## src/rtl/core/grc_pkg.sv

```systemverilog
// ----------------------------------------------------------------------------
// grc_pkg
// Shared widths, constants and types of the gas ratio to concentration block.
// ----------------------------------------------------------------------------
package grc_pkg;

  // fraction bits of the sensing ratios
  localparam int RATIO_FRAC_BITS = 16;

  localparam int RAW_W = 16;
  // full ratio quotient, one bit per divider step
  localparam int RQ_W = RAW_W + RATIO_FRAC_BITS;
  // reducing ratio clamped to [0, 1.0]
  localparam int RC_W = RATIO_FRAC_BITS + 1;
  // oxidising ratio clamped to [0, 64.0]
  localparam int OC_W = RATIO_FRAC_BITS + 7;
  localparam int PROD_W = RATIO_FRAC_BITS + 21;
  localparam int CMP_W = RATIO_FRAC_BITS + 11;

  // lane operand and lane divider widths
  localparam int Y_W = 20;
  localparam int DIV_W = 10;
  localparam int LQ_W = 16;
  localparam int VAL_W = 15;
  localparam int NLANE = 6;

  localparam int RDIV_STEPS = RQ_W;
  localparam int CDIV_STEPS = LQ_W;
  localparam int CNT_W = $clog2(RDIV_STEPS);

  // lanes
  localparam int LN_CO = 0;
  localparam int LN_CH4 = 1;
  localparam int LN_ETH = 2;
  localparam int LN_H2 = 3;
  localparam int LN_NH3 = 4;
  localparam int LN_NO2 = 5;

  localparam logic [DIV_W-1:0] LANE_DIV [NLANE] =
    '{10'd405, 10'd23, 10'd57, 10'd26, 10'd15, 10'd613};
  localparam logic [VAL_W-1:0] LANE_LOW [NLANE] =
    '{15'd1, 15'd1000, 15'd10, 15'd1, 15'd1, 15'd10};
  localparam logic [VAL_W-1:0] LANE_HIGH [NLANE] =
    '{15'd1000, 15'd25000, 15'd500, 15'd1000, 15'd500, 15'd1000};

  // curve offsets: threshold times output scale
  localparam logic [Y_W-1:0] K_CO = 20'd425000;
  localparam logic [Y_W-1:0] K_CH4 = 20'd786000;
  localparam logic [Y_W-1:0] K_ETH = 20'd30600;
  localparam logic [Y_W-1:0] K_H2 = 20'd27900;
  localparam logic [Y_W-1:0] K_NH3 = 20'd8000;
  localparam logic [Y_W:0] NO2_OFS = 21'd450;

  localparam logic [Y_W-1:0] MUL_E6 = 20'd1000000;
  localparam logic [Y_W-1:0] MUL_E5 = 20'd100000;
  localparam logic [Y_W-1:0] MUL_E4 = 20'd10000;

  localparam logic [PROD_W-1:0] ROUND_UP =
    {{(PROD_W-RATIO_FRAC_BITS){1'b0}}, {RATIO_FRAC_BITS{1'b1}}};

  localparam logic [RQ_W-1:0] RED_CAP_Q = RQ_W'(1) << RATIO_FRAC_BITS;
  localparam logic [RQ_W-1:0] OX_CAP_Q = RQ_W'(64) << RATIO_FRAC_BITS;

  localparam logic [CMP_W-1:0] TH_PROPANE = CMP_W'(18) << RATIO_FRAC_BITS;
  localparam logic [CMP_W-1:0] TH_ISOBUT = CMP_W'(65) << RATIO_FRAC_BITS;
  localparam logic [CMP_W-1:0] TH_H2S_LO = CMP_W'(58) << RATIO_FRAC_BITS;
  localparam logic [CMP_W-1:0] TH_H2S_HI = CMP_W'(69) << RATIO_FRAC_BITS;
  localparam logic [CMP_W-1:0] TH_H2S_LOW = CMP_W'(201) << RATIO_FRAC_BITS;
  localparam logic [CMP_W-1:0] TH_NO = CMP_W'(8) << RATIO_FRAC_BITS;
  localparam logic [CMP_W-1:0] TH_NO2_ON = CMP_W'(11) << RATIO_FRAC_BITS;

  // item kinds
  localparam logic KIND_CAL = 1'b0;
  localparam logic KIND_MEAS = 1'b1;

  // field widths and detection flag positions
  localparam int IN_DATA_W = 48;
  localparam int CO_W = 10;
  localparam int CH4_W = 15;
  localparam int ETH_W = 9;
  localparam int H2_W = 10;
  localparam int NH3_W = 9;
  localparam int NO2_W = 10;
  localparam int FLAGS_W = 10;
  localparam int OUT_DATA_W = 80;
  localparam int OUT_PAD_W =
    OUT_DATA_W - (CO_W + CH4_W + ETH_W + H2_W + NH3_W + NO2_W + FLAGS_W);

  localparam int FL_CO = 0;
  localparam int FL_CH4 = 1;
  localparam int FL_ETH = 2;
  localparam int FL_PROPANE = 3;
  localparam int FL_ISOBUT = 4;
  localparam int FL_H2 = 5;
  localparam int FL_H2S = 6;
  localparam int FL_NH3 = 7;
  localparam int FL_NO = 8;
  localparam int FL_NO2 = 9;

  typedef enum logic [2:0] {
    ST_IDLE,
    ST_RDIV,
    ST_CLAMP,
    ST_SCALE,
    ST_CDIV,
    ST_DONE
  } state_t;

  typedef struct packed {
    logic           neg;
    logic [Y_W-1:0] mag;
  } lane_op_t;

  typedef struct packed {
    lane_op_t [NLANE-1:0] lane;
    logic                 propane;
    logic                 isobutane;
    logic                 h2s;
    logic                 nitric;
  } scale_t;

endpackage

```

## src/rtl/core/grc_rdiv.sv

```systemverilog
// ----------------------------------------------------------------------------
// grc_rdiv
// Bit-serial restoring divider: (mag * 2^F) / divisor, one quotient bit a cycle while en is high.
// ----------------------------------------------------------------------------
module grc_rdiv (
  input  logic                        clk,
  input  logic                        load,
  input  logic                        en,
  input  logic [grc_pkg::RAW_W-1:0]   mag,
  input  logic [grc_pkg::RAW_W-1:0]   divisor,
  output logic [grc_pkg::RQ_W-1:0]    quo
);

  logic [grc_pkg::RQ_W-1:0]  dvd_r, dvd_nxt;
  logic [grc_pkg::RAW_W-1:0] rem_r, rem_nxt;
  logic [grc_pkg::RAW_W:0]   trial;
  logic [grc_pkg::RAW_W:0]   diff;
  logic                      ge;

  always_comb begin
    trial = {rem_r, dvd_r[grc_pkg::RQ_W-1]};
    diff = trial - {1'b0, divisor};
    ge = (trial >= {1'b0, divisor});
    dvd_nxt = dvd_r;
    rem_nxt = rem_r;
    if (load) begin
      dvd_nxt = {mag, {grc_pkg::RATIO_FRAC_BITS{1'b0}}};
      rem_nxt = '0;
    end else if (en) begin
      // dividend bits leave at the top, quotient bits enter at the bottom
      dvd_nxt = {dvd_r[grc_pkg::RQ_W-2:0], ge};
      rem_nxt = ge ? diff[grc_pkg::RAW_W-1:0] : trial[grc_pkg::RAW_W-1:0];
    end
  end

  always_ff @(posedge clk) begin
    dvd_r <= dvd_nxt;
    rem_r <= rem_nxt;
  end

  assign quo = dvd_r;

endmodule

```

## src/rtl/core/grc_scale.sv

```systemverilog
// ----------------------------------------------------------------------------
// grc_scale
// Clamps the two ratios and forms the lane operands and the ratio flags.
// ----------------------------------------------------------------------------
module grc_scale (
  input  logic                      clk,
  input  logic                      clamp_en,
  input  logic [grc_pkg::RQ_W-1:0]  red_q,
  input  logic                      red_neg,
  input  logic [grc_pkg::RQ_W-1:0]  ox_q,
  input  logic                      ox_neg,
  output grc_pkg::scale_t           res
);

  logic [grc_pkg::RC_W-1:0]   rc_r, rc_nxt;
  logic [grc_pkg::OC_W-1:0]   oc_r, oc_nxt;
  logic [grc_pkg::PROD_W-1:0] p6, p5, p4, pn;
  logic [grc_pkg::PROD_W-1:0] s6, s5, s4;
  logic [grc_pkg::Y_W:0]      c6, c5, c4, fn;
  logic [grc_pkg::Y_W:0]      y_co, y_ch4, y_eth, y_h2, y_nh3, y_no2;
  logic [grc_pkg::CMP_W-1:0]  r10, r100, r1000, o10;
  logic                       no2_on;

  // negative ratios act as zero, large ones as the cap: results are unchanged
  always_comb begin
    rc_nxt = rc_r;
    oc_nxt = oc_r;
    if (clamp_en) begin
      if (red_neg) begin
        rc_nxt = '0;
      end else if (red_q > grc_pkg::RED_CAP_Q) begin
        rc_nxt = grc_pkg::RED_CAP_Q[grc_pkg::RC_W-1:0];
      end else begin
        rc_nxt = red_q[grc_pkg::RC_W-1:0];
      end
      if (ox_neg) begin
        oc_nxt = '0;
      end else if (ox_q > grc_pkg::OX_CAP_Q) begin
        oc_nxt = grc_pkg::OX_CAP_Q[grc_pkg::OC_W-1:0];
      end else begin
        oc_nxt = ox_q[grc_pkg::OC_W-1:0];
      end
    end
  end

  always_ff @(posedge clk) begin
    rc_r <= rc_nxt;
    oc_r <= oc_nxt;
  end

  always_comb begin
    p6 = grc_pkg::PROD_W'(rc_r) * grc_pkg::PROD_W'(grc_pkg::MUL_E6);
    p5 = grc_pkg::PROD_W'(rc_r) * grc_pkg::PROD_W'(grc_pkg::MUL_E5);
    p4 = grc_pkg::PROD_W'(rc_r) * grc_pkg::PROD_W'(grc_pkg::MUL_E4);
    pn = grc_pkg::PROD_W'(oc_r) * grc_pkg::PROD_W'(grc_pkg::MUL_E4);
    // ceiling of product / 2^F for c6, c5 and c4; fn takes the floor
    s6 = p6 + grc_pkg::ROUND_UP;
    s5 = p5 + grc_pkg::ROUND_UP;
    s4 = p4 + grc_pkg::ROUND_UP;
    c6 = s6[grc_pkg::PROD_W-1:grc_pkg::RATIO_FRAC_BITS];
    c5 = s5[grc_pkg::PROD_W-1:grc_pkg::RATIO_FRAC_BITS];
    c4 = s4[grc_pkg::PROD_W-1:grc_pkg::RATIO_FRAC_BITS];
    fn = pn[grc_pkg::PROD_W-1:grc_pkg::RATIO_FRAC_BITS];

    y_co = {1'b0, grc_pkg::K_CO} - c6;
    y_ch4 = {1'b0, grc_pkg::K_CH4} - c6;
    y_eth = {1'b0, grc_pkg::K_ETH} - c5;
    y_h2 = {1'b0, grc_pkg::K_H2} - c5;
    y_nh3 = {1'b0, grc_pkg::K_NH3} - c4;

    o10 = grc_pkg::CMP_W'(oc_r) * grc_pkg::CMP_W'(10);
    no2_on = (o10 >= grc_pkg::TH_NO2_ON);
    y_no2 = no2_on ? (fn - grc_pkg::NO2_OFS) : {1'b1, {grc_pkg::Y_W{1'b0}}};

    res.lane[grc_pkg::LN_CO] = {y_co[grc_pkg::Y_W], y_co[grc_pkg::Y_W-1:0]};
    res.lane[grc_pkg::LN_CH4] = {y_ch4[grc_pkg::Y_W], y_ch4[grc_pkg::Y_W-1:0]};
    res.lane[grc_pkg::LN_ETH] = {y_eth[grc_pkg::Y_W], y_eth[grc_pkg::Y_W-1:0]};
    res.lane[grc_pkg::LN_H2] = {y_h2[grc_pkg::Y_W], y_h2[grc_pkg::Y_W-1:0]};
    res.lane[grc_pkg::LN_NH3] = {y_nh3[grc_pkg::Y_W], y_nh3[grc_pkg::Y_W-1:0]};
    res.lane[grc_pkg::LN_NO2] = {y_no2[grc_pkg::Y_W], y_no2[grc_pkg::Y_W-1:0]};

    r10 = grc_pkg::CMP_W'(rc_r) * grc_pkg::CMP_W'(10);
    r100 = grc_pkg::CMP_W'(rc_r) * grc_pkg::CMP_W'(100);
    r1000 = grc_pkg::CMP_W'(rc_r) * grc_pkg::CMP_W'(1000);
    res.propane = (r100 <= grc_pkg::TH_PROPANE);
    res.isobutane = (r100 <= grc_pkg::TH_ISOBUT);
    res.h2s = ((r100 > grc_pkg::TH_H2S_LO) && (r100 < grc_pkg::TH_H2S_HI)) ||
              (r1000 < grc_pkg::TH_H2S_LOW);
    res.nitric = (r10 <= grc_pkg::TH_NO);
  end

endmodule

```

## src/rtl/core/grc_cdiv.sv

```systemverilog
// ----------------------------------------------------------------------------
// grc_cdiv
// One concentration lane: bit-serial divide by the curve constant, then clamp.
// ----------------------------------------------------------------------------
module grc_cdiv (
  input  logic                        clk,
  input  logic                        start,
  input  logic                        en,
  input  grc_pkg::lane_op_t           op,
  input  logic [grc_pkg::DIV_W-1:0]   divisor,
  input  logic [grc_pkg::VAL_W-1:0]   low,
  input  logic [grc_pkg::VAL_W-1:0]   high,
  output logic [grc_pkg::VAL_W-1:0]   value
);

  logic                        neg_r, neg_nxt;
  logic [grc_pkg::DIV_W-1:0]   rem_r, rem_nxt;
  logic [grc_pkg::LQ_W-1:0]    quo_r, quo_nxt;
  logic [grc_pkg::DIV_W:0]     trial;
  logic [grc_pkg::DIV_W:0]     diff;
  logic                        ge;

  always_comb begin
    trial = {rem_r, quo_r[grc_pkg::LQ_W-1]};
    diff = trial - {1'b0, divisor};
    ge = (trial >= {1'b0, divisor});
    neg_nxt = neg_r;
    rem_nxt = rem_r;
    quo_nxt = quo_r;
    if (start) begin
      // operand top bits are below the divisor, so the quotient fits the lane
      neg_nxt = op.neg;
      rem_nxt = grc_pkg::DIV_W'(op.mag[grc_pkg::Y_W-1:grc_pkg::LQ_W]);
      quo_nxt = op.mag[grc_pkg::LQ_W-1:0];
    end else if (en) begin
      rem_nxt = ge ? diff[grc_pkg::DIV_W-1:0] : trial[grc_pkg::DIV_W-1:0];
      quo_nxt = {quo_r[grc_pkg::LQ_W-2:0], ge};
    end
  end

  always_ff @(posedge clk) begin
    neg_r <= neg_nxt;
    rem_r <= rem_nxt;
    quo_r <= quo_nxt;
  end

  always_comb begin
    if (neg_r) begin
      value = '0;
    end else if (quo_r > {1'b0, high}) begin
      value = high;
    end else if (quo_r < {1'b0, low}) begin
      value = '0;
    end else begin
      value = quo_r[grc_pkg::VAL_W-1:0];
    end
  end

endmodule

```

## src/rtl/core/gas_ratio_to_concentration.sv

```systemverilog
// ----------------------------------------------------------------------------
// gas_ratio_to_concentration
// Baseline capture, serial ratio division and six serial concentration lanes.
// ----------------------------------------------------------------------------
//  channel | direction | ports                          | item
//  in      | sink      | in_tvalid/tready/tdata/tuser   | kind + three raw readings
//  out     | source    | out_tvalid/tready/tdata/tuser  | concentrations, flags, fault
//
//  A measure item is accepted in ST_IDLE, runs through the two ratio dividers in ST_RDIV
//  (one quotient bit a cycle), is clamped in ST_CLAMP, loaded into the lanes in ST_SCALE,
//  divided in the concentration lanes in ST_CDIV and written to the output register
//  from ST_DONE once that register has room. Calibrate items and measure items before
//  any calibration give no result; a zero baseline gives a fault result. in_tready is
//  high only while no item is in flight; a result waiting in the output register does
//  not block the next item.
//  Reset clears the baselines and their valid flag.
module gas_ratio_to_concentration (
  input  logic                              clk,
  input  logic                              rst_n,
  input  logic                              in_tvalid,
  output logic                              in_tready,
  // [15:0] ox_raw, [31:16] red_raw, [47:32] power_raw
  input  logic [grc_pkg::IN_DATA_W-1:0]     in_tdata,
  // [0] kind
  input  logic                              in_tuser,
  output logic                              out_tvalid,
  input  logic                              out_tready,
  // [9:0] co_ppm, [24:10] methane_ppm, [33:25] ethanol_ppm, [43:34] hydrogen_ppm,
  // [52:44] ammonia_ppm, [62:53] no2_centi_ppm, [72:63] detect_flags, [79:73] zero
  output logic [grc_pkg::OUT_DATA_W-1:0]    out_tdata,
  // [0] divide_fault
  output logic                              out_tuser
);

  grc_pkg::state_t state_r, state_nxt;
  logic [grc_pkg::CNT_W-1:0]      cnt_r, cnt_nxt;
  logic [grc_pkg::RAW_W-1:0]      ox_base_r, ox_base_nxt;
  logic [grc_pkg::RAW_W-1:0]      red_base_r, red_base_nxt;
  logic                           base_valid_r, base_valid_nxt;
  logic                           ox_neg_r, ox_neg_nxt;
  logic                           red_neg_r, red_neg_nxt;
  logic                           fault_r, fault_nxt;
  logic                           out_valid_r, out_valid_nxt;
  logic [grc_pkg::OUT_DATA_W-1:0] out_data_r, out_data_nxt;
  logic                           out_fault_r, out_fault_nxt;

  logic                           accept;
  logic [grc_pkg::RAW_W-1:0]      ox_raw, red_raw, power_raw;
  logic [grc_pkg::RAW_W:0]        ox_d, red_d;
  logic [grc_pkg::RAW_W-1:0]      ox_rev, red_rev;
  logic [grc_pkg::RAW_W-1:0]      ox_mag, red_mag;
  logic                           base_zero;
  logic                           rdiv_load, rdiv_en, clamp_en, lane_start, lane_en;
  logic                           out_load;
  logic [grc_pkg::RQ_W-1:0]       ox_q, red_q;
  grc_pkg::scale_t                scl;
  logic [grc_pkg::VAL_W-1:0]      lane_val [grc_pkg::NLANE];
  logic [grc_pkg::FLAGS_W-1:0]    flags;
  logic [grc_pkg::CO_W-1:0]       co_v;
  logic [grc_pkg::CH4_W-1:0]      ch4_v;
  logic [grc_pkg::ETH_W-1:0]      eth_v;
  logic [grc_pkg::H2_W-1:0]       h2_v;
  logic [grc_pkg::NH3_W-1:0]      nh3_v;
  logic [grc_pkg::NO2_W-1:0]      no2_v;

  assign in_tready = (state_r == grc_pkg::ST_IDLE);
  assign accept = in_tvalid & in_tready;

  assign ox_raw = in_tdata[15:0];
  assign red_raw = in_tdata[31:16];
  assign power_raw = in_tdata[47:32];

  always_comb begin
    ox_d = {1'b0, power_raw} - {1'b0, ox_raw};
    red_d = {1'b0, power_raw} - {1'b0, red_raw};
    ox_rev = ox_raw - power_raw;
    red_rev = red_raw - power_raw;
    ox_mag = ox_d[grc_pkg::RAW_W] ? ox_rev : ox_d[grc_pkg::RAW_W-1:0];
    red_mag = red_d[grc_pkg::RAW_W] ? red_rev : red_d[grc_pkg::RAW_W-1:0];
  end

  assign base_zero = (ox_base_r == '0) || (red_base_r == '0);

  grc_rdiv u_ox_div (
    .clk     (clk),
    .load    (rdiv_load),
    .en      (rdiv_en),
    .mag     (ox_mag),
    .divisor (ox_base_r),
    .quo     (ox_q)
  );

  grc_rdiv u_red_div (
    .clk     (clk),
    .load    (rdiv_load),
    .en      (rdiv_en),
    .mag     (red_mag),
    .divisor (red_base_r),
    .quo     (red_q)
  );

  grc_scale u_scale (
    .clk      (clk),
    .clamp_en (clamp_en),
    .red_q    (red_q),
    .red_neg  (red_neg_r),
    .ox_q     (ox_q),
    .ox_neg   (ox_neg_r),
    .res      (scl)
  );

  for (genvar i = 0; i < grc_pkg::NLANE; i++) begin : g_lane
    grc_cdiv u_lane (
      .clk     (clk),
      .start   (lane_start),
      .en      (lane_en),
      .op      (scl.lane[i]),
      .divisor (grc_pkg::LANE_DIV[i]),
      .low     (grc_pkg::LANE_LOW[i]),
      .high    (grc_pkg::LANE_HIGH[i]),
      .value   (lane_val[i])
    );
  end

  // sequencer
  always_comb begin
    state_nxt = state_r;
    cnt_nxt = cnt_r;
    ox_base_nxt = ox_base_r;
    red_base_nxt = red_base_r;
    base_valid_nxt = base_valid_r;
    ox_neg_nxt = ox_neg_r;
    red_neg_nxt = red_neg_r;
    fault_nxt = fault_r;
    rdiv_load = 1'b0;
    rdiv_en = 1'b0;
    clamp_en = 1'b0;
    lane_start = 1'b0;
    lane_en = 1'b0;
    out_load = 1'b0;
    case (state_r)
      grc_pkg::ST_IDLE: begin
        if (accept) begin
          if (in_tuser == grc_pkg::KIND_CAL) begin
            ox_base_nxt = ox_d[grc_pkg::RAW_W-1:0];
            red_base_nxt = red_d[grc_pkg::RAW_W-1:0];
            base_valid_nxt = 1'b1;
          end else if (base_valid_r) begin
            if (base_zero) begin
              fault_nxt = 1'b1;
              state_nxt = grc_pkg::ST_DONE;
            end else begin
              fault_nxt = 1'b0;
              ox_neg_nxt = ox_d[grc_pkg::RAW_W];
              red_neg_nxt = red_d[grc_pkg::RAW_W];
              rdiv_load = 1'b1;
              cnt_nxt = '0;
              state_nxt = grc_pkg::ST_RDIV;
            end
          end
        end
      end
      grc_pkg::ST_RDIV: begin
        rdiv_en = 1'b1;
        cnt_nxt = cnt_r + grc_pkg::CNT_W'(1);
        if (cnt_r == grc_pkg::CNT_W'(grc_pkg::RDIV_STEPS - 1)) begin
          state_nxt = grc_pkg::ST_CLAMP;
        end
      end
      grc_pkg::ST_CLAMP: begin
        clamp_en = 1'b1;
        state_nxt = grc_pkg::ST_SCALE;
      end
      grc_pkg::ST_SCALE: begin
        lane_start = 1'b1;
        cnt_nxt = '0;
        state_nxt = grc_pkg::ST_CDIV;
      end
      grc_pkg::ST_CDIV: begin
        lane_en = 1'b1;
        cnt_nxt = cnt_r + grc_pkg::CNT_W'(1);
        if (cnt_r == grc_pkg::CNT_W'(grc_pkg::CDIV_STEPS - 1)) begin
          state_nxt = grc_pkg::ST_DONE;
        end
      end
      grc_pkg::ST_DONE: begin
        // wait for room in the output register
        if (!out_valid_r || out_tready) begin
          out_load = 1'b1;
          state_nxt = grc_pkg::ST_IDLE;
        end
      end
      default: begin
        state_nxt = grc_pkg::ST_IDLE;
      end
    endcase
  end

  // result assembly
  always_comb begin
    co_v = lane_val[grc_pkg::LN_CO][grc_pkg::CO_W-1:0];
    ch4_v = lane_val[grc_pkg::LN_CH4][grc_pkg::CH4_W-1:0];
    eth_v = lane_val[grc_pkg::LN_ETH][grc_pkg::ETH_W-1:0];
    h2_v = lane_val[grc_pkg::LN_H2][grc_pkg::H2_W-1:0];
    nh3_v = lane_val[grc_pkg::LN_NH3][grc_pkg::NH3_W-1:0];
    no2_v = lane_val[grc_pkg::LN_NO2][grc_pkg::NO2_W-1:0];
    flags = '0;
    flags[grc_pkg::FL_CO] = (co_v != '0);
    flags[grc_pkg::FL_CH4] = (ch4_v != '0);
    flags[grc_pkg::FL_ETH] = (eth_v != '0);
    flags[grc_pkg::FL_PROPANE] = scl.propane;
    flags[grc_pkg::FL_ISOBUT] = scl.isobutane;
    flags[grc_pkg::FL_H2] = (h2_v != '0);
    flags[grc_pkg::FL_H2S] = scl.h2s;
    flags[grc_pkg::FL_NH3] = (nh3_v != '0);
    flags[grc_pkg::FL_NO] = scl.nitric;
    flags[grc_pkg::FL_NO2] = (no2_v != '0);

    out_data_nxt = out_data_r;
    out_fault_nxt = out_fault_r;
    out_valid_nxt = out_valid_r;
    if (out_tready) begin
      out_valid_nxt = 1'b0;
    end
    if (out_load) begin
      out_valid_nxt = 1'b1;
      out_fault_nxt = fault_r;
      if (fault_r) begin
        out_data_nxt = '0;
      end else begin
        out_data_nxt = {{grc_pkg::OUT_PAD_W{1'b0}}, flags, no2_v, nh3_v, h2_v,
                        eth_v, ch4_v, co_v};
      end
    end
  end

  always_ff @(posedge clk) begin
    if (!rst_n) begin
      state_r <= grc_pkg::ST_IDLE;
      cnt_r <= '0;
      ox_base_r <= '0;
      red_base_r <= '0;
      base_valid_r <= 1'b0;
      out_valid_r <= 1'b0;
    end else begin
      state_r <= state_nxt;
      cnt_r <= cnt_nxt;
      ox_base_r <= ox_base_nxt;
      red_base_r <= red_base_nxt;
      base_valid_r <= base_valid_nxt;
      out_valid_r <= out_valid_nxt;
    end
  end

  always_ff @(posedge clk) begin
    ox_neg_r <= ox_neg_nxt;
    red_neg_r <= red_neg_nxt;
    fault_r <= fault_nxt;
    out_data_r <= out_data_nxt;
    out_fault_r <= out_fault_nxt;
  end

  assign out_tvalid = out_valid_r;
  assign out_tdata = out_data_r;
  assign out_tuser = out_fault_r;

endmodule
```

## config.mk

```make
export PLATFORM = sky130hd
export DESIGN_NAME = gas_ratio_to_concentration
export DESIGN_NICKNAME = d
export VERILOG_FILES = /design/src/rtl/core/grc_pkg.sv /design/src/rtl/core/grc_rdiv.sv /design/src/rtl/core/grc_scale.sv /design/src/rtl/core/grc_cdiv.sv /design/src/rtl/core/gas_ratio_to_concentration.sv
export SDC_FILE = /design/constraint.sdc
export NUM_CORES = 2
export LEC_CHECK = 0
export ABC_CLOCK_PERIOD_IN_PS = 16600
export BUFFER_PORTS_ARGS = -buffer_cell sky130_fd_sc_hd__buf_4
export CAP_MARGIN = 10
export CELL_PAD_IN_SITES_DETAIL_PLACEMENT = 1
export CELL_PAD_IN_SITES_GLOBAL_PLACEMENT = 2
export CORE_AREA = 2 2 354 356
export DETAILED_ROUTE_END_ITERATION = 8
export DIE_AREA = 0 0 356 358
export PLACE_DENSITY = 0.95
export SYNTH_ARGS = -nofsm -noshare
export SYNTH_HDL_FRONTEND = slang
export SYNTH_HIERARCHICAL = 1
export SYNTH_SLANG_ARGS = --single-unit
export TNS_END_PERCENT = 50
```

## constraint.sdc

```tcl
create_clock -name clk -period 16.6 [get_ports clk]
set_clock_uncertainty 0.15 [all_clocks]
set_input_delay 1.66 -clock clk [delete_from_list [all_inputs] [get_ports clk]]
set_output_delay 1.66 -clock clk [all_outputs]
set_load 0.005 [all_outputs]
```

==> flow_summary.ini <==
[sta]
relSlewSlack_pct = 21.1
fin_crit_sh_pct = 50.6
tightest_slew_ns = 1.18
clock.fmax_ghz = 0.119
finalSetupViolations = 0
fin_tns_setup_ns = 0
finalCriticalPeriod_ns = 8.39
maxSlewViolCount = 0
hold_viol = 0
rsz0062_at_grt = false
hold_ws_ns = 0.330

[routing]
drt_iter0_drc = 2070
post_drt_wl_per_cell_um = 18.6
routed_via_density = 5.52
drt_wl_total_um = 153000
final_antenna_net_count = 0
vias = 45368
drcViolationCount = 0
drt_pass1_iterations = 6

[power_and_ir_drop]
combPwrFrac_pct = 37.2
internal_power_uw = 2550
p_clk_share_pct = 28.5
vdd_drop_max_uv = 112
p_leak_uw = 0.0270
total_power_uw = 4020
p_per_area_mw_per_mm2 = 67.2
sequentialPowerShare_pct = 34.3
p_sw_uw = 1460
switching_share_pct = 36.4

[logic_synthesis]
ys_warn_count = 6
syn_inst = 6234
synth_area_per_cell_sq_um = 8.78
synth_area_sq_mm = 0.0548

[clocking]
cts.clk_slew.worst_paths_ns = 0.06
cts_tree = done
cts_resized = 0
cts_hold_buf = 0
cts_buffers = 52
htreeDepth = 2
clk_path_buf_depth = 3
clk_latency_ns = 0.66
root_buffer = clkbuf_16
cts.sinks = 417
cts_setup_buffers = 0

[layout]
area_growth_pct = 9.28
layout_commonest_cell = inv_1
drive_above_1_share_pct = 7.68
fin_nets = 7647
fin_cells = 8226
n_fill_cell = 14729
most-common-layout-cells = inv_1 (949), ha_1 (795), a21oi_1 (397), nand2_1 (350), nor2_1 (346)

[floorplan]
dieArea_sq_mm = 0.127
die_h_um = 358
core_area_sq_mm = 0.123
die-width_um = 356
num_rows = 129
initial_core_util_pct = 44.4
ios = 136

[placement]
placement.io_buffers = 128
gp_congestion = 0.935
dp_hpwl_um = 125000
dp.cells = 8127

[run_status]
status = complete, no violations

[global_routing]
grt_pass1_wl_um = 249000
overflow = 0
grt_pass1_vias = 47972
grt_max_degree = 72
grt_usage_pct = 23.8
antenna_found_initial = 1

[min_path]
hold_depth = 2
hp-class = reg -> reg

[run]
max_cap_violations = 0

[critical_path]
ff2ff_path_depth = 25
crit_type = reg -> reg
end_kind = flop
cp_max_fo = 14
crit_path_start_kind = flop
cp.arrival_ns = 8.62
required_ns = 16.83
==> per-layer routing <==
| metal | vias to the layer above | routed length (um) | global-route usage, % |
|---|---|---|---|
| met2 | 604 | 78000 | 44.2 |
| met4 | 0 | 4620 | 7.09 |
| met1 | 22337 | 66600 | 28.9 |
| met5 | - | 0 | 0 |
| li1 | 22184 | - | - |
| met3 | 243 | 3850 | 2.15 |
==> path summary, 6_finish.rpt <==
kind | to | startpoint | slack [ns]
setup reg to reg | g_lane[0].u_lane/rem_r[2]$_DFFE_PP_ | u_scale/rc_r[0]$_SDFFCE_PP0P_ | 8.21
setup / recovery | g_lane[0].u_lane/rem_r[2]$_DFFE_PP_ | u_scale/rc_r[0]$_SDFFCE_PP0P_ | 8.21
hold reg to reg | ox_base_r[4]$_SDFFE_PN0P_ | ox_base_r[4]$_SDFFE_PN0P_ | 0.33
hold / removal | ox_base_r[4]$_SDFFE_PN0P_ | ox_base_r[4]$_SDFFE_PN0P_ | 0.33
==> final cells by class <==
class | count | area [sq um] | area share (%)
tap | 1637 | 2050 | 3.42
clock buffer | 68 | 1400 | 2.34
multi-input combinational | 4965 | 40300 | 67.3
clock inverter | 29 | 295 | 0.493
timing repair buffer | 153 | 1150 | 1.92
sequential | 417 | 11100 | 18.5
antenna | 1 | 2.50 | 0.00418
inverter | 956 | 3590 | 6.00
==> worst max-delay path: stages (launching register included) <==
cell and delay, ns:
edfxtp_1 0.71, fa_1 0.77, inv_1 0.09, fa_1 0.49, inv_1 0.06, fa_1 0.53, fa_1 0.43, ha_1 0.30
inv_1 0.05, fa_1 0.49, inv_1 0.04, ha_1 0.49, and4_1 0.32, nand3_1 0.09, a211o_1 0.35, a21o_1 0.23
a211oi_2 0.84, nor2_1 0.11, nor4b_1 0.20, xnor2_1 0.46, nor2b_1 0.29, a21bo_1 0.25, nand2_1 0.09, xor2_1 0.08
nand2_1 0.08, o21ai_0 0.10
==> stage by stage <==
stage               worst slack, ns  util [%]  cell area (sq um)
global route                   7.76      48.5              59800
floorplan                      9.26         -              55900
CTS                            8.26      48.5              59800
global placement               8.54      47.1              58100
finish                         8.21      48.5              59800
detailed placement             8.26      47.1              58100
==> flip-flops by register name (all words and copies together) (netlist names) <==
register and count:
g_lane.u_lane/quo_r 96, u_red_div/quo 32, cnt_r 5, out_tvalid 1
u_ox_div/quo 32, out_tdata 73, ox_base_r 16, u_ox_div/rem_r 16
red_base_r 16, u_scale/rc_r 17, fault_r 1, g_lane.u_lane/rem_r 60
g_lane.u_lane/neg_r 6, ox_neg_r 1, state_r 3, base_valid_r 1
u_red_div/rem_r 16, u_scale/oc_r 23, red_neg_r 1, out_tuser 1
==> power groups by stage <==
stage	clock [uW]	combinational (uW)	sequential, uW
5_1_grt	1210	1680	1400
4_1_cts	1170	1490	1380
3_3_place_gp	0	1420	1390
3_5_place_dp	0	1480	1400
2_1_floorplan	0	1220	1360
6_report	1150	1490	1380
Note: power is estimated with default switching activity, not from simulation.
